$ cat config.mk
export PLATFORM = sky130hd
export DESIGN_NAME = ssal_front
export DESIGN_NICKNAME = d
export VERILOG_FILES = /design/src/rtl/ssal_pkg.sv /design/src/rtl/ssal_front.sv
export SDC_FILE = /design/constraint.sdc
export NUM_CORES = 1
export LEC_CHECK = 0
export BUFFER_PORTS_ARGS = -buffer_cell sky130_fd_sc_hd__buf_2
export CAP_MARGIN = 20
export CORE_UTILIZATION = 37
export DETAILED_ROUTE_END_ITERATION = 8
export GPL_TIMING_DRIVEN = 0
export PLACE_DENSITY = 0.95
export SETUP_SLACK_MARGIN = 0.02
export SLEW_MARGIN = 20
export SYNTH_ARGS = -nofsm -noshare
export SYNTH_HDL_FRONTEND = slang
export SYNTH_SLANG_ARGS = --single-unit
$ cat constraint.sdc
create_clock -name vclk -period 2.9
set_clock_uncertainty 0.05 [all_clocks]
set_input_delay 0.29 -clock vclk [all_inputs]
set_output_delay 0.29 -clock vclk [all_outputs]
set_load 0.05 [all_outputs]
$ cat src/rtl/ssal_pkg.sv
// Shared types, widths and codes of the sampled suffix array lookup.
package ssal_pkg;

   localparam int MAX_ENTRIES_DEFAULT = 65536;
   localparam int QUEUE_DEPTH_DEFAULT = 4;

   localparam int POS_W    = 16;
   localparam int VAL_W    = 16;
   localparam int KIND_W   = 2;
   localparam int STATUS_W = 2;
   localparam int RATE_W   = 9;
   localparam int TEXT_W   = 17;

   // Quotients come from a multiply by ceil(2^RECIP_SHIFT / rate).
   localparam int RECIP_SHIFT = POS_W + RATE_W;
   localparam int RECIP_W     = RECIP_SHIFT + 1;
   localparam int RECIP_CNT_W = $clog2(RECIP_SHIFT);
   localparam int PROD_W      = POS_W + RECIP_W;
   localparam int QD_W        = POS_W + RATE_W;

   localparam int REQ_DATA_W = POS_W + VAL_W;
   localparam int RSP_DATA_W = POS_W;
   localparam int CSR_ADDR_W = 3;
   localparam int CSR_DATA_W = 32;

   localparam logic [KIND_W-1:0] KIND_LOAD  = 2'd0;
   localparam logic [KIND_W-1:0] KIND_PSI   = 2'd1;
   localparam logic [KIND_W-1:0] KIND_QUERY = 2'd2;

   localparam logic [STATUS_W-1:0] STATUS_OK    = 2'd0;
   localparam logic [STATUS_W-1:0] STATUS_RANGE = 2'd1;
   localparam logic [STATUS_W-1:0] STATUS_WALK  = 2'd2;

   localparam logic REG_SAMPLE_RATE = 1'b0;
   localparam logic REG_TEXT_SIZE   = 1'b1;

   localparam logic [RATE_W-1:0] SAMPLE_RATE_RESET = 9'd32;
   localparam logic [TEXT_W-1:0] TEXT_SIZE_RESET   = 17'd65536;

   typedef enum logic [1:0] {
      OP_LOAD      = 2'd0,
      OP_PSI       = 2'd1,
      OP_QUERY     = 2'd2,
      OP_BAD_QUERY = 2'd3
   } op_type;

   typedef struct packed {
      op_type             op;
      logic [POS_W-1:0]   position;
      logic [VAL_W-1:0]   value;
   } cmd_type;

   // Positions are 16 bits wide, so no store needs more than 2^16 entries.
   function automatic int store_depth(input int max_entries);
      int depth;
      depth = (max_entries < (1 << POS_W)) ? max_entries : (1 << POS_W);
      return depth;
   endfunction

endpackage

$ cat src/rtl/ssal_front.sv
// Front end: takes request words, sorts them by kind and screens positions.
module ssal_front #(
   parameter int MAX_ENTRIES = ssal_pkg::MAX_ENTRIES_DEFAULT
) (
   input  logic                               req_tvalid,
   output logic                               req_tready,
   input  logic [ssal_pkg::REQ_DATA_W-1:0]    req_tdata,
   input  logic [ssal_pkg::KIND_W-1:0]        req_tuser,
   input  logic                               accept_en,
   input  logic                               queue_full,
   input  logic [ssal_pkg::TEXT_W-1:0]        text_size,
   output logic                               push,
   output ssal_pkg::cmd_type                  cmd
);

   localparam int DEPTH = ssal_pkg::store_depth(MAX_ENTRIES);
   localparam logic [ssal_pkg::TEXT_W-1:0] POS_LIMIT = ssal_pkg::TEXT_W'(DEPTH);

   logic [ssal_pkg::POS_W-1:0] position;
   logic [ssal_pkg::VAL_W-1:0] value;
   logic                       in_store;
   logic                       in_text;
   logic                       keep;

   assign position = req_tdata[ssal_pkg::POS_W-1:0];
   assign value    = req_tdata[ssal_pkg::REQ_DATA_W-1:ssal_pkg::POS_W];
   assign in_store = ({1'b0, position} < POS_LIMIT);
   assign in_text  = ({1'b0, position} < text_size);

   assign req_tready = accept_en && !queue_full;

   always_comb begin
      cmd.position = position;
      cmd.value    = value;
      case (req_tuser)
         ssal_pkg::KIND_LOAD: begin
            cmd.op = ssal_pkg::OP_LOAD;
            keep   = 1'b1;
         end
         ssal_pkg::KIND_PSI: begin
            cmd.op = ssal_pkg::OP_PSI;
            keep   = in_store;
         end
         ssal_pkg::KIND_QUERY: begin
            cmd.op = (in_store && in_text) ? ssal_pkg::OP_QUERY : ssal_pkg::OP_BAD_QUERY;
            keep   = 1'b1;
         end
         default: begin
            cmd.op = ssal_pkg::OP_LOAD;
            keep   = 1'b0;
         end
      endcase
   end

   assign push = req_tvalid && req_tready && keep;

endmodule

==> impl_results.md <==
- Fillers: about 170
- Row count: 15
- Relative slew margins: 83.1%
- Overall Global Routing Usage: between 10% and 20%
- Logic pwr share: 100.0%
- Sequential power share: 0%
- Initial antenna violation count: 0
- Fin Setup TNS: 0 ns
- Global-route wire length before repair: 2.18 mm
- Worst hold path type: primary input to primary output
- Sw Ratio: 62.6%
- Critical Path Source Type: primary input
- Setup Fix Bufs, Post-CTS: 0
- Layout cells sized above 1: between 60 and 70%
- HP Start: req_tdata[17]
- Met3 Usage GRT: 0.392%
- DP Wirelength: roughly 1.6 mm
- Starting Density: 41.1%
- Area leader, netlist: buf_4
- Final Total Pwr: 0.233 mW
- CP Capture Type: primary output
- # hold bufs at CTS: 0
- Final setup fails: 0
- Period utilization: 70.9%
- Met1 GRT Util: between 10% and 20%
- Count leader, synth: buf_4
- Synth area leaders: buf_4 (33%), ha_1 (32%), inv_1 (9.2%), a21oi_1 (4.8%), nand4_2 (3.4%)
- Sequential element share of the synthesized area: 0%
- Worst Tran Pin Value: 0.253 ns
- Final-report hold violation count: 0
- Core area: 1780 sq um
- NumNets Final: between 200 and 250
- Diodes inserted: 0
- Synth Cell Area: 732 sq um
- Maximum number of pins on one net before global-route repair: 5
- DRT iter0 DRCs: 6
- Vias: 852
- Register area: 0 sq um
- Max-slew violation count: 0
- Most instantiated cells after synthesis: buf_4 (32), ha_1 (19), inv_1 (18)
- Grt ovf: 0
- Detailed-route DRC error count: 0
- DRT Pass-1 Iters: 4
- RSZ-0062 raised after global routing: false
- Vias in the first global route: 650
- Die width: ~46 um
- Pleak: 0.758 nW
- Die Y: 46.5 um
- Die area: approximately 2200 sq um
- Sequential cells: 0
- Area Growth Syn to Fin: 54.9%
- VDD IR-drop max: 0.122 mV
- Routability Congestion: 0.679
- Synth Area per Inst: ~7.5 sq um
- Share of the synthesized area in the top cell type: 32.8%
- Routed WL: 1.70 mm
- Multi-input gate area: 424 sq um
- PwrDens: roughly 200 nW/um^2
- Crit path time final: 2.06 ns
- PnR worst setup slack: approximately 0.84 ns
- Port-buffer cells: 74
- WL/cell: 8.66 um
- Max Clk Rate: 486 MHz
- Worst hold stages: 2
- Crit path required time: 2.56 ns
- Net Count, Synth: 170
- Clkbuf count: 0
- Setup CP Type: primary input to primary output
- Hold path endpoint: cmd[1]
- Status: finished, final reports clean
- Clk network pwr share: 0%
- Synth cell types: 19
- Net Switching: 0.146 mW
- Vias per Instance: 4.35
- Internal: 0.0872 mW
- Syn. warnings: 0
- Met2 global-route usage: 31.9%
- Final ANT Viol Nets: 0
- Max cap viols: 0
- Ports: 90
- Max FO, Critical Path: 3
- DP Worst Slack: 0.835 ns
- Mapped Cells: 97
- Critical path data arrival time: ~1.7 ns
- GR peak layer: met2
- CTS resizes: 0
==> worst max-delay path by stage <==
stage	startpoint	endpoint	slack, ns	depth (start not counted)
floorplan	text_size[7]	cmd[32]	0.60	6
global placement	req_tdata[6]	cmd[32]	0.84	7
detailed placement	req_tdata[12]	cmd[32]	0.83	7
CTS	req_tdata[12]	cmd[32]	0.83	7
global route	req_tdata[12]	cmd[32]	0.69	7
finish	text_size[8]	cmd[32]	0.84	8
==> worst max-delay path, cell delays in order <==
cell       delay [ns]
buf_2            0.08
inv_1            0.04
ha_1             0.32
nand4_2          0.11
a2111oi_2        0.33
o21bai_1         0.11
a31oi_1          0.16
buf_2            0.28
==> area by class of cell <==
type	count	area share (%)
multi-input cells	47	37.4
well taps	25	2.76
plain buffers	32	21.2
repair buffers	74	32.7
inverters	18	5.96
==> metrics by stage <==
step	std cells	utilization, %	cell area [sq um]	hold slack (ns)
after floorplan	97	-	732	0.697
after global placement	196	63.6	1130	0.832
after detailed placement	196	63.6	1130	0.832
after CTS	196	63.6	1130	0.832
after global routing	196	63.6	1130	0.833
final	196	63.6	1130	0.832
==> layout by cell type (no fill, tap or decap), types with 2 or more instances in the layout <==
cell and instances:
a21oi_1 7, buf_2 74, buf_4 32, ha_1 19
inv_1 18, nand2_1 3, nand4_2 2, o21ai_0 3
o21bai_1 2
==> power groups by stage <==
stage	logic, mW	clock network [mW]	registers [mW]
after floorplan	0.174	0	0
after global routing	0.252	0	0
after detailed placement	0.235	0	0
after CTS	0.236	0	0
after global placement	0.228	0	0
final	0.233	0	0
==> per-layer routing <==
layer | up-vias | wire (um)
met5 | - | 0
met4 | 0 | 0
met3 | 0 | 182
met2 | 52 | 964
met1 | 363 | 551
li1 | 437 | -
==> cells by family (layout without fill, tap and decap cells) <==
| group | count (synthesis) | after routing | synth area share, % |
|---|---|---|---|
| adder cells (fa/ha/maj) | 19 | 19 | 32.5 |
| AO/OA/AOI/OAI | 17 | 17 | 15.2 |
| AND/OR/NAND/NOR | 11 | 11 | 10.3 |
| buffers and inverters | 50 | 124 | 42.1 |
Note: power is estimated with default switching activity, not from simulation.
