## src/rtl/ssal_pkg.sv

```systemverilog
// Shared types, widths and codes of the sampled suffix array lookup.
package ssal_pkg;

   localparam int MAX_ENTRIES_DEFAULT = 65536;
   localparam int QUEUE_DEPTH_DEFAULT = 4;

   localparam int POS_W    = 16;
   localparam int VAL_W    = 16;
   localparam int KIND_W   = 2;
   localparam int STATUS_W = 2;
   localparam int RATE_W   = 9;
   localparam int TEXT_W   = 17;

   // Quotients come from a multiply by ceil(2^RECIP_SHIFT / rate).
   localparam int RECIP_SHIFT = POS_W + RATE_W;
   localparam int RECIP_W     = RECIP_SHIFT + 1;
   localparam int RECIP_CNT_W = $clog2(RECIP_SHIFT);
   localparam int PROD_W      = POS_W + RECIP_W;
   localparam int QD_W        = POS_W + RATE_W;

   localparam int REQ_DATA_W = POS_W + VAL_W;
   localparam int RSP_DATA_W = POS_W;
   localparam int CSR_ADDR_W = 3;
   localparam int CSR_DATA_W = 32;

   localparam logic [KIND_W-1:0] KIND_LOAD  = 2'd0;
   localparam logic [KIND_W-1:0] KIND_PSI   = 2'd1;
   localparam logic [KIND_W-1:0] KIND_QUERY = 2'd2;

   localparam logic [STATUS_W-1:0] STATUS_OK    = 2'd0;
   localparam logic [STATUS_W-1:0] STATUS_RANGE = 2'd1;
   localparam logic [STATUS_W-1:0] STATUS_WALK  = 2'd2;

   localparam logic REG_SAMPLE_RATE = 1'b0;
   localparam logic REG_TEXT_SIZE   = 1'b1;

   localparam logic [RATE_W-1:0] SAMPLE_RATE_RESET = 9'd32;
   localparam logic [TEXT_W-1:0] TEXT_SIZE_RESET   = 17'd65536;

   typedef enum logic [1:0] {
      OP_LOAD      = 2'd0,
      OP_PSI       = 2'd1,
      OP_QUERY     = 2'd2,
      OP_BAD_QUERY = 2'd3
   } op_type;

   typedef struct packed {
      op_type             op;
      logic [POS_W-1:0]   position;
      logic [VAL_W-1:0]   value;
   } cmd_type;

   // Positions are 16 bits wide, so no store needs more than 2^16 entries.
   function automatic int store_depth(input int max_entries);
      int depth;
      depth = (max_entries < (1 << POS_W)) ? max_entries : (1 << POS_W);
      return depth;
   endfunction

endpackage

```

## src/rtl/ssal_recip.sv

```systemverilog
// Iterative unit that forms ceil(2^RECIP_SHIFT / rate), one quotient bit per cycle.
module ssal_recip (
   input  logic                             clock,
   input  logic                             reset,
   input  logic                             start,
   input  logic [ssal_pkg::RATE_W-1:0]      rate,
   output logic                             busy,
   output logic [ssal_pkg::RECIP_W-1:0]     recip
);

   localparam logic [ssal_pkg::RECIP_CNT_W-1:0] LAST_BIT =
      ssal_pkg::RECIP_CNT_W'(ssal_pkg::RECIP_SHIFT - 1);

   logic                                  busy_ff;
   logic [ssal_pkg::RECIP_CNT_W-1:0]      cnt_ff;
   logic [ssal_pkg::RATE_W-1:0]           rem_ff, rem_in;
   logic [ssal_pkg::RECIP_SHIFT-1:0]      quo_ff;
   logic [ssal_pkg::RATE_W:0]             shifted;
   logic                                  quo_bit;

   // The dividend is 2^RECIP_SHIFT - 1, all ones; floor of that plus one is the ceiling.
   always_comb begin
      shifted = {rem_ff, 1'b1};
      quo_bit = (shifted >= {1'b0, rate});
      if (quo_bit) begin
         rem_in = ssal_pkg::RATE_W'(shifted - {1'b0, rate});
      end else begin
         rem_in = shifted[ssal_pkg::RATE_W-1:0];
      end
   end

   always_ff @(posedge clock) begin
      if (reset || start) begin
         busy_ff <= 1'b1;
         cnt_ff  <= '0;
         rem_ff  <= '0;
         quo_ff  <= '0;
      end else if (busy_ff) begin
         rem_ff <= rem_in;
         quo_ff <= {quo_ff[ssal_pkg::RECIP_SHIFT-2:0], quo_bit};
         cnt_ff <= cnt_ff + 1'b1;
         if (cnt_ff == LAST_BIT) begin
            busy_ff <= 1'b0;
         end
      end
   end

   assign busy  = busy_ff;
   assign recip = {1'b0, quo_ff} + ssal_pkg::RECIP_W'(1);

endmodule

```

## config.mk

```make
export PLATFORM = sky130hd
export DESIGN_NAME = ssal_recip
export DESIGN_NICKNAME = d
export VERILOG_FILES = /design/src/rtl/ssal_pkg.sv /design/src/rtl/ssal_recip.sv
export SDC_FILE = /design/constraint.sdc
export NUM_CORES = 1
export LEC_CHECK = 0
export ABC_AREA = 1
export BUFFER_PORTS_ARGS = -buffer_cell sky130_fd_sc_hd__buf_4
export CAP_MARGIN = 25
export CORE_ASPECT_RATIO = 0.6
export CORE_MARGIN = 8
export CORE_UTILIZATION = 34
export DETAILED_ROUTE_END_ITERATION = 16
export SLEW_MARGIN = 20
export SYNTH_ARGS = -nofsm -noshare
export SYNTH_HDL_FRONTEND = slang
export SYNTH_SLANG_ARGS = --single-unit
```

## constraint.sdc

```tcl
create_clock -name clock -period 1.91 [get_ports clock]
set_input_delay 0.382 -clock clock [delete_from_list [all_inputs] [get_ports clock]]
set_output_delay 0.382 -clock clock [all_outputs]
set_load 0.005 [all_outputs]
```

==> flow_summary.ini <==
[outcome]
status = complete, but fails checks
violations = negative setup slack

[worst_hold_path]
hold_path_class = input pin to flop
whs_path_depth = 4

[floorplan]
core-area_um2 = 7330
io_pins = 39
die_y_um = 83.5
start_util_pct = 35.3
die_area_um2 = 10700
rows = 24
die_w_um = 129

[drt]
antenna_left = 0
vias = 2439
routed_via_density = 4.61
first_pass_iters = 4
post-route-drc-count = 0
finalWirelength_um = 6390
first_iter_violations = 214
avgRoutedWirePerCell_um = 12.1

[logic_synthesis]
synth-edff-count = 0
ys_warn_count = 0
ys_seq_area_share_pct = 31.0
yosysMostFrequentCell = nand2_1
ys_seq_elements = 40
syn_inst = 367
syn-num-nets = 391
synth.top_cells.by_area = dfxtp_1, nand2_1, a21oi_1
synth_flop_cell = dfxtp_1
syn_avg_cell_area_um2 = 7.04
synth_top_area_cell = dfxtp_1
ys_types = 30
syn_area_um2 = 2580
ys_async_sr_fraction_pct = 0
synth_common_cells = nand2_1, inv_1, dfxtp_1, a21oi_1, nand3_1
yosysTopAreaCellShare_pct = 31.0

[place]
dp_hpwl_um = 4950
io_buffers = 38
gp_congestion = 0.833
dp_slack_ps = -61.9
dp.cells = 516

[power]
irDropWorstVdd_uv = 505
pwr_density_cell_nw_per_um2 = 566
power.leakage_nw = 1.63

[sta]
hold_viol = 0
finalClockSkew_ps = 3.79
slew_headroom_pct = 58.5
period_share_pct = 111
fin_hold_ws_ps = 457
finalMaxSlewViolations = 0
worst_slew_pin_slew_ps = 622
worst_slack_ps = -217
clock.fmax_mhz = 470
rsz0062_at_grt = true
min_period_ps = 2130
setup_viol = 14

[critical_path]
r2r_slack_ps = 180
crit_arrival_ps = 1750
crit_type = flop to output pin
cp.required_ps = 1530
reg2reg_to = rem_ff[8]$_SDFFE_PP0P_
worst_setup_path_end_kind = output pin
r2r_start = rem_ff[2]$_SDFFE_PP0P_
reg2regPathDepth = 11
start_kind = flop
cp-endpoint = recip[22]
worst-path-max-fanout = 3
setup.worst_path.start = quo_ff[1]$_SDFFE_PP0P_

[clocking]
cts_made_buffers = 5
clock_latency_ps = 270
clock_path_buffers = 2
cts_tree = done
path_clk_slew_ps = 60
root_buffer = clkbuf_16
hold_buffers = 0
clock-sinks = 40
htreeDepth = 2

[global_routing]
first_global_vias = 2263
antenna_found_initial = 0
grtUsageTotal_pct = 12.0
overflow = 0
grt_max_degree = 22
grt_pass1_wl_um = 10800

[final_layout]
fill_cells = 759
antenna_cells = 0
fin_nets = 448
postLayoutCoreUtil_pct = 46.9
stdcell_count = 529
area_delta_synth_final_pct = 33.1
drive_gt1_share_pct = 27.5

[flow_run]
max_cap_viol_count = 0
[cell usage in the layout, fill, tap and decap left out, drive strengths merged, types with 2 or more instances in the layout]
cell type  netlist  final
nand3b           5      5
nand4           12     12
nor4             2      2
a21oi           38     38
nand2           96     96
nor2            26     26
ha              11     11
inv             49     49
clkbuf          12      5
buf              1     63
nand3           21     21
xnor2            8      8
dfxtp           40     40
o21ai           17     17
nor3             8      8
xor2            17     17
[report_power, final]
part | total [mW] | internal, mW | switching, mW
clock | 0.937 | 0.613 | 0.324
sequential | 0.846 | 0.840 | 0.00617
combinational | 0.163 | 0.0697 | 0.0934
[per-stage QoR]
stage | instance area, µm² | setup TNS, ps | power [mW]
floorplan | 2580 | 0 | 0.973
global placement | 3110 | -167 | 1.02
detailed placement | 3110 | -200 | 1.03
CTS | 3350 | -2510 | 1.96
global route | 3440 | -3340 | 2.02
finish | 3440 | -1680 | 1.95
[logic make-up (layout without fill, tap and decap cells)]
| group | after synthesis | in the layout | synth area share, % |
|---|---|---|---|
| adder cells (fa/ha/maj) | 12 | 12 | 6.10 |
| AO/OA/AOI/OAI | 57 | 57 | 11.2 |
| flip-flops | 40 | 40 | 31.0 |
| buffers and inverters | 62 | 120 | 9.10 |
| XOR/XNOR | 25 | 25 | 8.47 |
| AND/OR/NAND/NOR | 171 | 171 | 34.1 |
[metal layers]
metal / vias to the layer above / routed length [µm] / track usage, %
met5: - / 0 / 0
met4: 0 / 38 / 2.65
met3: 2 / 376 / 2.68
met2: 52 / 2610 / 17.1
met1: 1088 / 3360 / 17.7
li1: 1297 / - / -
[worst max-delay path: stages (launching register included)]
cell     delay [ps]
dfxtp_2         350
ha_4            150
nand3_4          80
nor2_4          130
nand4_4         120
nor2_4          150
buf_4           130
nand4_1          80
xnor2_1         140
buf_4           140
[worst min path at each step]
stage / slack (ps) / from / to
floorplan: 420 / cnt_ff[4]$_SDFFE_PP0P_ / cnt_ff[4]$_SDFFE_PP0P_
global placement: 440 / cnt_ff[4]$_SDFFE_PP0P_ / cnt_ff[4]$_SDFFE_PP0P_
detailed placement: 450 / cnt_ff[4]$_SDFFE_PP0P_ / cnt_ff[4]$_SDFFE_PP0P_
CTS: 460 / rate[0] / rem_ff[0]$_SDFFE_PP0P_
global route: 480 / cnt_ff[4]$_SDFFE_PP0P_ / cnt_ff[4]$_SDFFE_PP0P_
finish: 460 / rate[0] / rem_ff[0]$_SDFFE_PP0P_
[flip-flops by register name, indices dropped and copies added (netlist names)]
register,cells
cnt_ff,5
rem_ff,9
busy,1
quo_ff,25
[repair_timing]
item / CTS / global route
pin swaps: 5 / 5
hold endpoints to repair: 0 / 0
buffers inserted: 2 / 3
resized for setup: 15 / 16
endpoints found under the setup margin: 16 / 26
[layout make-up]
| class | instances | area (µm²) | area share (%) |
|---|---|---|---|
| Timing Repair Buffer | 63 | 493 | 14.3 |
| Multi-Input combinational cell | 265 | 1650 | 48.1 |
| Sequential cell | 40 | 812 | 23.6 |
| Inverter | 49 | 184 | 5.35 |
| Clock inverter | 3 | 42.5 | 1.24 |
| Tap cell | 104 | 130 | 3.78 |
| Clock buffer | 5 | 125 | 3.64 |
Power figures use the tool's default switching activity.
