$ cat src/rtl/ssal_pkg.sv
// Shared types, widths and codes of the sampled suffix array lookup.
package ssal_pkg;

   localparam int MAX_ENTRIES_DEFAULT = 65536;
   localparam int QUEUE_DEPTH_DEFAULT = 4;

   localparam int POS_W    = 16;
   localparam int VAL_W    = 16;
   localparam int KIND_W   = 2;
   localparam int STATUS_W = 2;
   localparam int RATE_W   = 9;
   localparam int TEXT_W   = 17;

   // Quotients come from a multiply by ceil(2^RECIP_SHIFT / rate).
   localparam int RECIP_SHIFT = POS_W + RATE_W;
   localparam int RECIP_W     = RECIP_SHIFT + 1;
   localparam int RECIP_CNT_W = $clog2(RECIP_SHIFT);
   localparam int PROD_W      = POS_W + RECIP_W;
   localparam int QD_W        = POS_W + RATE_W;

   localparam int REQ_DATA_W = POS_W + VAL_W;
   localparam int RSP_DATA_W = POS_W;
   localparam int CSR_ADDR_W = 3;
   localparam int CSR_DATA_W = 32;

   localparam logic [KIND_W-1:0] KIND_LOAD  = 2'd0;
   localparam logic [KIND_W-1:0] KIND_PSI   = 2'd1;
   localparam logic [KIND_W-1:0] KIND_QUERY = 2'd2;

   localparam logic [STATUS_W-1:0] STATUS_OK    = 2'd0;
   localparam logic [STATUS_W-1:0] STATUS_RANGE = 2'd1;
   localparam logic [STATUS_W-1:0] STATUS_WALK  = 2'd2;

   localparam logic REG_SAMPLE_RATE = 1'b0;
   localparam logic REG_TEXT_SIZE   = 1'b1;

   localparam logic [RATE_W-1:0] SAMPLE_RATE_RESET = 9'd32;
   localparam logic [TEXT_W-1:0] TEXT_SIZE_RESET   = 17'd65536;

   typedef enum logic [1:0] {
      OP_LOAD      = 2'd0,
      OP_PSI       = 2'd1,
      OP_QUERY     = 2'd2,
      OP_BAD_QUERY = 2'd3
   } op_type;

   typedef struct packed {
      op_type             op;
      logic [POS_W-1:0]   position;
      logic [VAL_W-1:0]   value;
   } cmd_type;

   // Positions are 16 bits wide, so no store needs more than 2^16 entries.
   function automatic int store_depth(input int max_entries);
      int depth;
      depth = (max_entries < (1 << POS_W)) ? max_entries : (1 << POS_W);
      return depth;
   endfunction

endpackage

$ cat src/rtl/ssal_queue.sv
// Small command queue between the front end and the walk engine.
module ssal_queue #(
   parameter int DEPTH = ssal_pkg::QUEUE_DEPTH_DEFAULT
) (
   input  logic               clock,
   input  logic               reset,
   input  logic               push,
   input  ssal_pkg::cmd_type  push_cmd,
   output logic               full,
   input  logic               pop,
   output ssal_pkg::cmd_type  head_cmd,
   output logic               empty
);

   localparam int PTR_W = (DEPTH > 1) ? $clog2(DEPTH) : 1;
   localparam int CNT_W = $clog2(DEPTH + 1);
   localparam logic [PTR_W-1:0] LAST_PTR = PTR_W'(DEPTH - 1);
   localparam logic [CNT_W-1:0] FULL_CNT = CNT_W'(DEPTH);

   ssal_pkg::cmd_type     entry_ff [DEPTH];
   logic [PTR_W-1:0]      wr_ptr_ff, rd_ptr_ff;
   logic [CNT_W-1:0]      count_ff;

   assign full     = (count_ff == FULL_CNT);
   assign empty    = (count_ff == '0);
   assign head_cmd = entry_ff[rd_ptr_ff];

   always_ff @(posedge clock) begin
      if (push) begin
         entry_ff[wr_ptr_ff] <= push_cmd;
      end
   end

   always_ff @(posedge clock) begin
      if (reset) begin
         wr_ptr_ff <= '0;
         rd_ptr_ff <= '0;
         count_ff  <= '0;
      end else begin
         if (push) begin
            wr_ptr_ff <= (wr_ptr_ff == LAST_PTR) ? '0 : wr_ptr_ff + 1'b1;
         end
         if (pop) begin
            rd_ptr_ff <= (rd_ptr_ff == LAST_PTR) ? '0 : rd_ptr_ff + 1'b1;
         end
         if (push && !pop) begin
            count_ff <= count_ff + 1'b1;
         end else if (pop && !push) begin
            count_ff <= count_ff - 1'b1;
         end
      end
   end

endmodule

$ cat config.mk
export PLATFORM = sky130hd
export DESIGN_NAME = ssal_queue
export DESIGN_NICKNAME = d
export VERILOG_FILES = /design/src/rtl/ssal_pkg.sv /design/src/rtl/ssal_queue.sv
export SDC_FILE = /design/constraint.sdc
export NUM_CORES = 1
export LEC_CHECK = 0
export BUFFER_PORTS_ARGS = -buffer_cell sky130_fd_sc_hd__buf_2
export CORE_MARGIN = 8
export CORE_UTILIZATION = 56
export CTS_CLUSTER_SIZE = 12
export DETAILED_ROUTE_END_ITERATION = 12
export PLACE_DENSITY = 0.77
export SETUP_SLACK_MARGIN = 0.02
export SYNTH_ARGS = -nofsm -noshare
export SYNTH_HDL_FRONTEND = slang
export SYNTH_SLANG_ARGS = --single-unit
$ cat constraint.sdc
create_clock -name clock -period 2.15 [get_ports clock]
set_input_delay 0.215 -clock clock [delete_from_list [all_inputs] [get_ports clock]]
set_output_delay 0.215 -clock clock [all_outputs]
set_load 0.05 [all_outputs]
==> impl_metrics.toml, run 1 <==
[status]
run_status = "completed"

[placement]
dp_slack_ns = 0.364
dp_hpwl_um = 5450
io_buffers = 73
gp_congestion = 0.655

[route]
drtPass1Iterations = 4
routedWlPerCell_um = 19.9
wirelength_um = 9830
postRouteAntennaNets = 0
post_drt_via_cell_ratio = 5.26
vias = 2606
drc = 0
drt_iter0_drc = 133

[global_routing]
track_usage_pct = 15.8
antenna_found_initial = 1
met2_usage_pct = 26.2
grt_pass1_vias = 2910
met1_usage_pct = 19.3
top_usage_layer = "met2"
grt-ovfl-total = 0
grt_util_met3_pct = 5.49
grt_pass1_wl_um = 15300
grt_max_degree = 35

[sta]
fin_crit_ns = 2.15
fmax_mhz = 465
setup_violations = 0
fin_ws_ns = 0.000300
finClkSkew_ns = 0.00628
fin_tns_setup_ns = 0
max_slew_margin_pct = 35.6
post-route-period-util_pct = 100
hold_ws_ns = 0.0526
worst_slew_pin_slew_ns = 0.966
rsz0062_at_grt = "yes"
drv_slew = 0
hold_violations = 0

[clocking]
cts.sinks = 145
clkTransAtPathRegs_ns = 0.06
cts_buffer_depth = 2
cts_setup_buffers = 0
cts_buffers = 17
clk_latency_ns = 0.49
cts_tree = "done"
cts_root_buf = "clkbuf_8"
htreeDepth = 4

[hold_path]
min_path_type = "in2reg"
hold_depth = 3

[logic_synthesis]
ys.flop_type = "edfxtp_1"
ys_top_cells_by_area = "edfxtp_1 76%, mux4_2 13%, dfxtp_1 3.3%"
syn_nets = 267
synth_top_area_share_pct = 75.7
postSynthAreaPerCell_um2 = 24.3
synth_xor_area_share_pct = 0.325
yosys.cell_types.count = 20
synth.area.mux_share_pct = 15.2
ys_seq_elements = 145
ys_seq_area_share_pct = 79.0
ys_async_sr_fraction_pct = 0
syn_area_um2 = 5400
synthAdderAreaFrac_pct = 1.76
ys.warnings.count = 0
synth_cells = 222
synth-edff-count = 136
synth_top_family_by_area = "multiplexers"
synth-simple-area-share_pct = 1.44
yosys.area.top_type = "edfxtp_1"
synth_commonest_cells = "136 x edfxtp_1, 30 x mux4_2, 9 x dfxtp_1, 7 x nor2_1, 6 x ha_1"
synth-compound-area-share_pct = 0.278
synth.most_common_cell = "edfxtp_1"

[floorplanning]
initial_utilization_pct = 56.5
die_w_um = 114
die_h_um = 114
die_area_um2 = 13000
row_count = 36
core_area_um2 = 9550
pin_count = 74

[final_layout]
areaGrowthSynthToFinish_pct = 29.7
fin_nets = 395
drive_gt1_share_pct = 41.0

[setup_path]
worst_path_largest_cell_delay_ns = 0.51
cp.required_ns = 1.93
cp-end-kind = "output pin"
crit_slowest_cell = "mux4_2"
regToRegEndpoint = "entry_ff[0][1]$_DFFE_PP_"
r2r_slack_ns = 0.37
crit_chain = "bufbuf_16, mux4_2, buf_4"
arrival_ns = 1.93
worst-setup-path-type = "reg2out"
critPathCapture = "head_cmd[31]"
worstPathMaxFanout = 13
reg2regPathDepth = 3
critPathLaunchType = "register"
rr_startpoint = "wr_ptr_ff[0]$_SDFFE_PP0P_"

[job]
cap_violations = 0

[power]
total_power_uw = 7280
leakage_uw = 0.00248
pwr_density_cell_nw_per_um2 = 1040
vdd.ir_drop.worst_uv = 553
-- critical path, delay by kind of cell, from the launching register on --
kind / cells / cell delay, ns
flip-flops: 1 / 0.39
multiplexers: 1 / 0.51
buffers and inverters: 2 / 0.53
-- flip-flops by register name, indices dropped and copies added, names as in the netlist, named ones only --
signal and count:
rd_ptr_ff 2, entry_ff 136, count_ff 3, wr_ptr_ff 2
-- metrics by stage --
step	util [%]	area (µm²)	cells
2_1_floorplan	-	5400	222
3_3_place_gp	62.0	5920	427
3_5_place_dp	62.0	5920	427
4_1_cts	73.0	6970	493
5_1_grt	73.3	7000	495
6_report	73.3	7000	495
-- power breakdown --
group | leakage [µW] | switching [µW] | internal, µW
Sequential | 0.00132 | 45.6 | 3230
Combinational | 0.000859 | 595 | 336
Clock | 0.000296 | 1070 | 1990
Total | 0.00248 | 1710 | 5560
-- cell usage in the layout (no fill, tap or decap), types with 2 or more instances in the layout --
cell type	instances
and2_2	4
buf_4	19
edfxtp_1	136
buf_12	2
nor3b_1	2
mux4_1	4
a21oi_1	2
mux4_2	30
xor2_1	2
clkinv_4	3
dlygate4sd3_1	35
dfxtp_1	7
inv_1	4
nor2_1	7
buf_2	58
mux2i_1	4
clkinvlp_4	3
bufinv_16	5
ha_1	6
clkbuf_16	17
-- cell families (layout without fill, tap and decap cells) --
family	after synthesis	count (layout)
muxes	38	38
other	0	1
AOI/OAI and AO/OA	3	3
DFF	145	145
adders and majority gates	7	7
and+or+nand+nor	15	15
buffers and inverters	12	151
xor gates and xnor gates	2	2
-- how the worst min path moves through the flow --
stage | startpoint | endpoint
global placement | push_cmd[8] | entry_ff[0][8]$_DFFE_PP_
floorplan | reset | count_ff[2]$_SDFFE_PP0P_
CTS | pop | register
global route | pop | register
finish | pop | rd_ptr_ff[1]$_SDFFE_PP0P_
detailed placement | push_cmd[8] | entry_ff[1][8]$_DFFE_PP_
-- area by class of cell --
| cell class | count | area (µm²) |
|---|---|---|
| antenna | 1 | 2.50 |
| clock buffer | 17 | 414 |
| clock inverter | 13 | 213 |
| fill | 564 | 2550 |
| inverter | 4 | 15.0 |
| multi-input combinational | 65 | 1030 |
| sequential | 145 | 4270 |
| tap | 133 | 166 |
| timing repair buffer | 117 | 888 |
-- what timing repair did --
| item | in CTS | in global routing |
|---|---|---|
| pin swaps | 0 | 0 |
| endpoints found under the setup margin | 6 | 22 |
| hold endpoints to repair | 145 | 0 |
| gates resized for setup | 14 | 2 |
| gates cloned | 1 | 1 |
| hold buffers | 35 | 0 |
-- metal layers --
metal  share of wire [%]  wire (µm)
met5                   0          0
met4                0.91         89
met3                 6.1        601
met2                  51       4990
met1                  42       4150
Power figures use the tool's default switching activity.
==> run 2, diff against run 1 <==
CELL_PAD_IN_SITES_DETAIL_PLACEMENT = 1   (was not set)
CELL_PAD_IN_SITES_GLOBAL_PLACEMENT = 1   (was not set)
CORE_UTILIZATION = 50   (was 56)
PLACE_DENSITY = 0.78   (was 0.77)
==> run 2 against run 1 <==
  * Routed wire length is 18% higher
  * Register-to-register slack better by 0.17 ns
  * Global-route usage is 0.82 points higher
  * First-iteration DRC count is 3.8% higher
  * Clock power is 7.5% lower
  * Maximum frequency is 1.0% higher
  * Via count is 2.3% higher
  * Critical path depth is 1 higher
  * Sequential cell count stayed put
  * Final cell count is 2.2% higher
==> impl_metrics.toml, run 2 (same netlist as run 1, synthesis figures left out) <==
[status]
run_status = "completed"

[setup_path]
crit_slowest_cell = "mux4_2"
arrival_ns = 1.91
reg2regPathDepth = 4
regToRegEndpoint = "entry_ff[2][15]$_DFFE_PP_"
crit_chain = "buf_12, buf_12, mux4_2, buf_6"
worst-setup-path-type = "reg2out"
critPathCapture = "head_cmd[24]"
worstPathMaxFanout = 6
critPathLaunchType = "register"
rr_startpoint = "wr_ptr_ff[0]$_SDFFE_PP0P_"
r2r_slack_ns = 0.54
worst_path_largest_cell_delay_ns = 0.54
cpMostUsedCell = "buf_12"
cp-end-kind = "output pin"
cp.required_ns = 1.93

[route]
drt_iter0_drc = 138
wirelength_um = 11600
post_drt_via_cell_ratio = 5.27
routedWlPerCell_um = 22.8
drc = 0
vias = 2665
postRouteAntennaNets = 0
drtPass1Iterations = 4

[final_layout]
largest_register_ffs = 136
areaGrowthSynthToFinish_pct = 30.7
reg_top3 = "entry_ff (136), count_ff (3)"
final_cell_mix = "136 x edfxtp_1, 57 x buf_2, 35 x dlygate4sd3_1"
final_common_cell = "edfxtp_1"
regMostFlops = "entry_ff"
drive_gt1_share_pct = 42.1
diodes = 0
fin_cells = 506
finish.utilization_pct = 65.9
fin_nets = 398

[power]
power_frac_clock_pct = 39.9
combPwrFrac_pct = 13.8
p_sw_uw = 1840
pwr-share-seq_pct = 46.3
total_power_uw = 7110
pwr_density_cell_nw_per_um2 = 1010
leakage_uw = 0.00248
power.internal_uw = 5260
p_sw_share_pct = 25.9
vdd.ir_drop.worst_uv = 559

[sta]
hold_violations = 0
rsz0062_at_grt = "yes"
max_slew_margin_pct = 67.8
post-route-period-util_pct = 99.0
fmax_mhz = 470
fin_tns_setup_ns = 0
fin_crit_ns = 2.13
finClkSkew_ns = 0.00741
worst_slew_pin_slew_ns = 0.482
setup_violations = 0
drv_slew = 0

[placement]
io_buffers = 73
dp_hpwl_um = 6580
gp_congestion = 0.663
dp_cells = 435

[hold_path]
min_path_type = "in2reg"

[global_routing]
track_usage_pct = 16.7
grt_pass1_vias = 2988
grt_max_degree = 35
grt_pass1_wl_um = 17600
antenna_found_initial = 0
grt-ovfl-total = 0

[floorplanning]
initial_utilization_pct = 50.4
pin_count = 74
die_h_um = 120
row_count = 38
die_area_um2 = 14400
die_w_um = 120
core_area_um2 = 10700

[clocking]
cts_buffers = 17
clkTransAtPathRegs_ns = 0.06
cts_buffer_depth = 2
cts.sinks = 145
htreeDepth = 4
cts_root_buf = "clkbuf_8"
clk_latency_ns = 0.52
cts_tree = "done"

[job]
cap_violations = 0
==> run 2: changes by cell type in the layout (fill, tap and decap cells not counted), moves of 3 or more <==
| cell | previous run | this run |
|---|---|---|
| buf_4 | 19 | 5 |
| buf_6 | 0 | 12 |
| buf_12 | 2 | 8 |
| bufinv_16 | 5 | 2 |
| inv_6 | 1 | 4 |
==> run 2: through the flow <==
step | area (µm²) | worst slack, ns | hold slack (ns)
2_1_floorplan | 5400 | 0.371 | 0.284
3_3_place_gp | 5990 | 0.360 | 0.426
3_5_place_dp | 5990 | 0.328 | 0.431
4_1_cts | 6990 | 0.00291 | 0.0514
5_1_grt | 7050 | -0.0360 | 0.0861
6_report | 7050 | 0.0220 | 0.0618
==> run 2: worst min-delay path by stage <==
stage	from	endpoint	slack, ns	depth (start not counted)
global route	push	wr_ptr_ff[0]$_SDFFE_PP0P_	0.09	3
finish	push	wr_ptr_ff[0]$_SDFFE_PP0P_	0.06	3
floorplan	reset	count_ff[2]$_SDFFE_PP0P_	0.28	1
global placement	push_cmd[33]	entry_ff[1][33]$_DFFE_PP_	0.43	1
detailed placement	push_cmd[33]	entry_ff[0][33]$_DFFE_PP_	0.43	1
CTS	push	wr_ptr_ff[0]$_SDFFE_PP0P_	0.05	3
==> run 2: timing repair <==
item,4_1_cts,5_1_grt
hold endpoints to repair,144,0
setup buffers,3,1
setup endpoints to repair,30,31
hold buffers,35,0
gates resized for setup,13,22
==> run 2: critical path: cells and delay by family (launching register included) <==
family / cells / cell delay, ns
muxes: 1 / 0.54
buffers and inverters: 3 / 0.43
DFF: 1 / 0.43
==> run 2: final cells by class <==
type,count,area (µm²)
Clock buffer,18,418
Timing Repair Buffer,120,991
Fill cell,906,3650
Inverter,4,15.0
Tap cell,140,175
Clock inverter,14,156
Multi-Input combinational cell,65,1020
Sequential cell,145,4270
==> run 2: power groups by stage <==
| stage | clock network, µW | registers (µW) | logic [µW] |
|---|---|---|---|
| floorplan | 0 | 3320 | 638 |
| global placement | 0 | 3340 | 845 |
| detailed placement | 0 | 3350 | 860 |
| CTS | 2850 | 3290 | 952 |
| global route | 2980 | 3300 | 1030 |
| finish | 2840 | 3290 | 978 |
==> run 2: metal layers <==
metal,track usage [%],up-vias,part of all wire (%)
li1,-,1191,-
met1,18.9,1386,41
met2,29.3,78,54
met3,4.37,10,4.2
met4,6.95,0,1.3
met5,0,-,0
==> run 3, diff against run 2 <==
--- a/config.mk
+++ b/config.mk
@@ -7,2 +7,3 @@
 export LEC_CHECK = 0
+export ABC_AREA = 1
 export BUFFER_PORTS_ARGS = -buffer_cell sky130_fd_sc_hd__buf_2
@@ -11,6 +12,6 @@
 export CORE_MARGIN = 8
-export CORE_UTILIZATION = 50
+export CORE_UTILIZATION = 47
 export CTS_CLUSTER_SIZE = 12
 export DETAILED_ROUTE_END_ITERATION = 12
-export PLACE_DENSITY = 0.78
+export PLACE_DENSITY = 0.77
 export SETUP_SLACK_MARGIN = 0.02
--- a/constraint.sdc
+++ b/constraint.sdc
@@ -3,2 +3,2 @@
 set_output_delay 0.215 -clock clock [all_outputs]
-set_load 0.05 [all_outputs]
+set_load 0.02 [all_outputs]
==> run 3 against run 2 <==
  * Final cell count increased by 27%
  * Critical path type unchanged
  * Largest power group unchanged
  * Highest routed layer is now met5
  * Via count increased by 32%
  * Non-clock buffer count decreased by 25
==> impl_metrics.toml, run 3 <==
[logic_synthesis]
synthAdderAreaFrac_pct = 1.67
synth-edff-count = 136
ys_seq_elements = 145
synth_cells = 388
ys.warnings.count = 0
syn_nets = 433
synth_top_family_by_area = "compound AO/OA/AOI/OAI gates"
postSynthAreaPerCell_um2 = 14.7
synth.most_common_cell = "edfxtp_1"
yosys.cell_types.count = 24
synth_top_area_share_pct = 71.6
synth-simple-area-share_pct = 6.95
ys_async_sr_fraction_pct = 0
synth_commonest_cells = "136 x edfxtp_1, 66 x o21ai_0, 56 x nor2_1, 20 x nor2_2, 20 x o22ai_2"
synth-compound-area-share_pct = 12.4
ys.flop_type = "edfxtp_1"
ys_seq_area_share_pct = 74.7
synth_xor_area_share_pct = 0.154
synth.area.mux_share_pct = 0
ys_top_cells_by_area = "edfxtp_1 72%, o21ai_0 5.8%, o22ai_2 4.4%"
syn_area_um2 = 5710
yosys.area.top_type = "edfxtp_1"

[global_routing]
grt_pass1_wl_um = 20200
grt_pass1_vias = 3804
track_usage_pct = 16.9
grt-ovfl-total = 0
antenna_found_initial = 2
grt_max_degree = 69

[final_layout]
largest_register_ffs = 136
drive_gt1_share_pct = 32.6
fillers = 1177
reg_top3 = "entry_ff (136), count_ff (3)"
fin_cells = 641
final_common_cell = "edfxtp_1"
final_cell_mix = "136 x edfxtp_1, 73 x buf_2, 66 x o21ai_0"
regMostFlops = "entry_ff"
fin_nets = 526
areaGrowthSynthToFinish_pct = 20.6
diodes = 0
finish.utilization_pct = 57.8

[power]
vdd.ir_drop.worst_uv = 540
pwr_density_cell_nw_per_um2 = 1010
leakage_uw = 0.00251

[sta]
fin_crit_ns = 2.00
drv_slew = 0
fin_ws_ns = 0.148
rsz0062_at_grt = "no"
fin_tns_setup_ns = 0
finClkSkew_ns = 0.00477
fmax_mhz = 499
hold_ws_ns = 0.0166
max_slew_margin_pct = 70.3
post-route-period-util_pct = 93.1
setup_violations = 0
hold_violations = 0
worst_slew_pin_slew_ns = 0.445

[floorplanning]
die_h_um = 126
initial_utilization_pct = 47.9
die_area_um2 = 15900
row_count = 40
core_area_um2 = 11900
pin_count = 74
die_w_um = 126

[placement]
dp_cells = 601
gp_congestion = 0.703
dp_slack_ns = 0.564
dp_hpwl_um = 7940
io_buffers = 73

[route]
drc = 0
drtPass1Iterations = 4
post_drt_via_cell_ratio = 5.47
postRouteAntennaNets = 0
vias = 3506
drt_iter0_drc = 356
wirelength_um = 13100
routedWlPerCell_um = 20.4

[clocking]
cts_setup_buffers = 0
htreeDepth = 4
cts_buffer_depth = 2
cts_tree = "done"
clkTransAtPathRegs_ns = 0.06
cts.sinks = 145
clk_latency_ns = 0.42
cts_buffers = 17
cts_root_buf = "clkbuf_16"

[setup_path]
critPathLaunchType = "register"
worstPathMaxFanout = 26
cp-end-kind = "output pin"
reg2regPathDepth = 4
critPathCapture = "head_cmd[25]"
worst_path_largest_cell_delay_ns = 0.40
crit_chain = "buf_4, o21ai_0, o22ai_1, buf_2"
rr_startpoint = "wr_ptr_ff[0]$_SDFFE_PP0P_"
cp.required_ns = 1.93
regToRegEndpoint = "entry_ff[3][13]$_DFFE_PP_"
path_buf_inv = 2
crit_family = "buffers and inverters"
arrival_ns = 1.79
worst-setup-path-type = "reg2out"
path_depth = 4
r2r_slack_ns = 0.65
crit_slowest_cell = "dfxtp_2"

[hold_path]
min_path_type = "in2reg"

[job]
cap_violations = 0

[status]
run_status = "completed"
run 3: worst min-delay path by stage:
stage	startpoint	endpoint	slack (ns)	depth (start not counted)
after floorplan	reset	count_ff[0]$_SDFFE_PP0P_	0.29	1
after global placement	push_cmd[20]	entry_ff[2][20]$_DFFE_PP_	0.43	1
after detailed placement	push_cmd[20]	entry_ff[3][20]$_DFFE_PP_	0.43	1
after CTS	push_cmd[1]	entry_ff[0][1]$_DFFE_PP_	0.001	1
after global routing	push_cmd[11]	entry_ff[3][11]$_DFFE_PP_	0.01	1
final	push_cmd[30]	entry_ff[0][30]$_DFFE_PP_	0.02	1
run 3: repair_timing:
item	4_1_cts	5_1_grt
endpoints found under the setup margin	0	2
gates resized for setup	0	1
hold endpoints to repair	28	0
hold buffers	8	0
run 3: cell families after synthesis:
family	count (synthesis)
buffers and inverters	37
AOI/OAI and AO/OA	108
xor gates and xnor gates	1
and+or+nand+nor	90
adders and majority gates	7
DFF	145
run 3: power breakdown:
| part | internal (µW) | switching, µW | total (µW) |
|---|---|---|---|
| Combinational | 254 | 533 | 786 |
| Sequential | 3220 | 44.7 | 3270 |
| Clock | 1810 | 1070 | 2880 |
| Total | 5280 | 1650 | 6930 |
run 3: layer usage:
layer  up-vias  GRT usage (%)  share of wire, %
li1       1622              -                 -
met1      1769           19.3                42
met2        89           28.8                51
met3        22           5.02               5.1
met4         4           7.86               1.8
met5         -              0              0.14
run 3: layout make-up:
cell class              instances  area (µm²)  area share (%)
inverters                      16        67.6           0.982
flip-flops and latches        145        4270            62.0
clock inverters                12         141            2.06
repair buffers                 95         576            8.37
well taps                     147         184            2.67
clock buffers                  20         437            6.35
multi-input cells             206        1210            17.6
run 3: per-stage QoR:
step	instance area, µm²	power (µW)
6_report	6880	6930
5_1_grt	6880	7150
4_1_cts	6880	6990
3_5_place_dp	6220	4100
3_3_place_gp	6220	4070
2_1_floorplan	5710	3820
run 3: worst register-to-register path: stages, from the launching register on:
cell and delay, ns:
dfxtp_1 0.40, ha_1 0.19, nand2_1 0.07, inv_2 0.30, buf_4 0.25
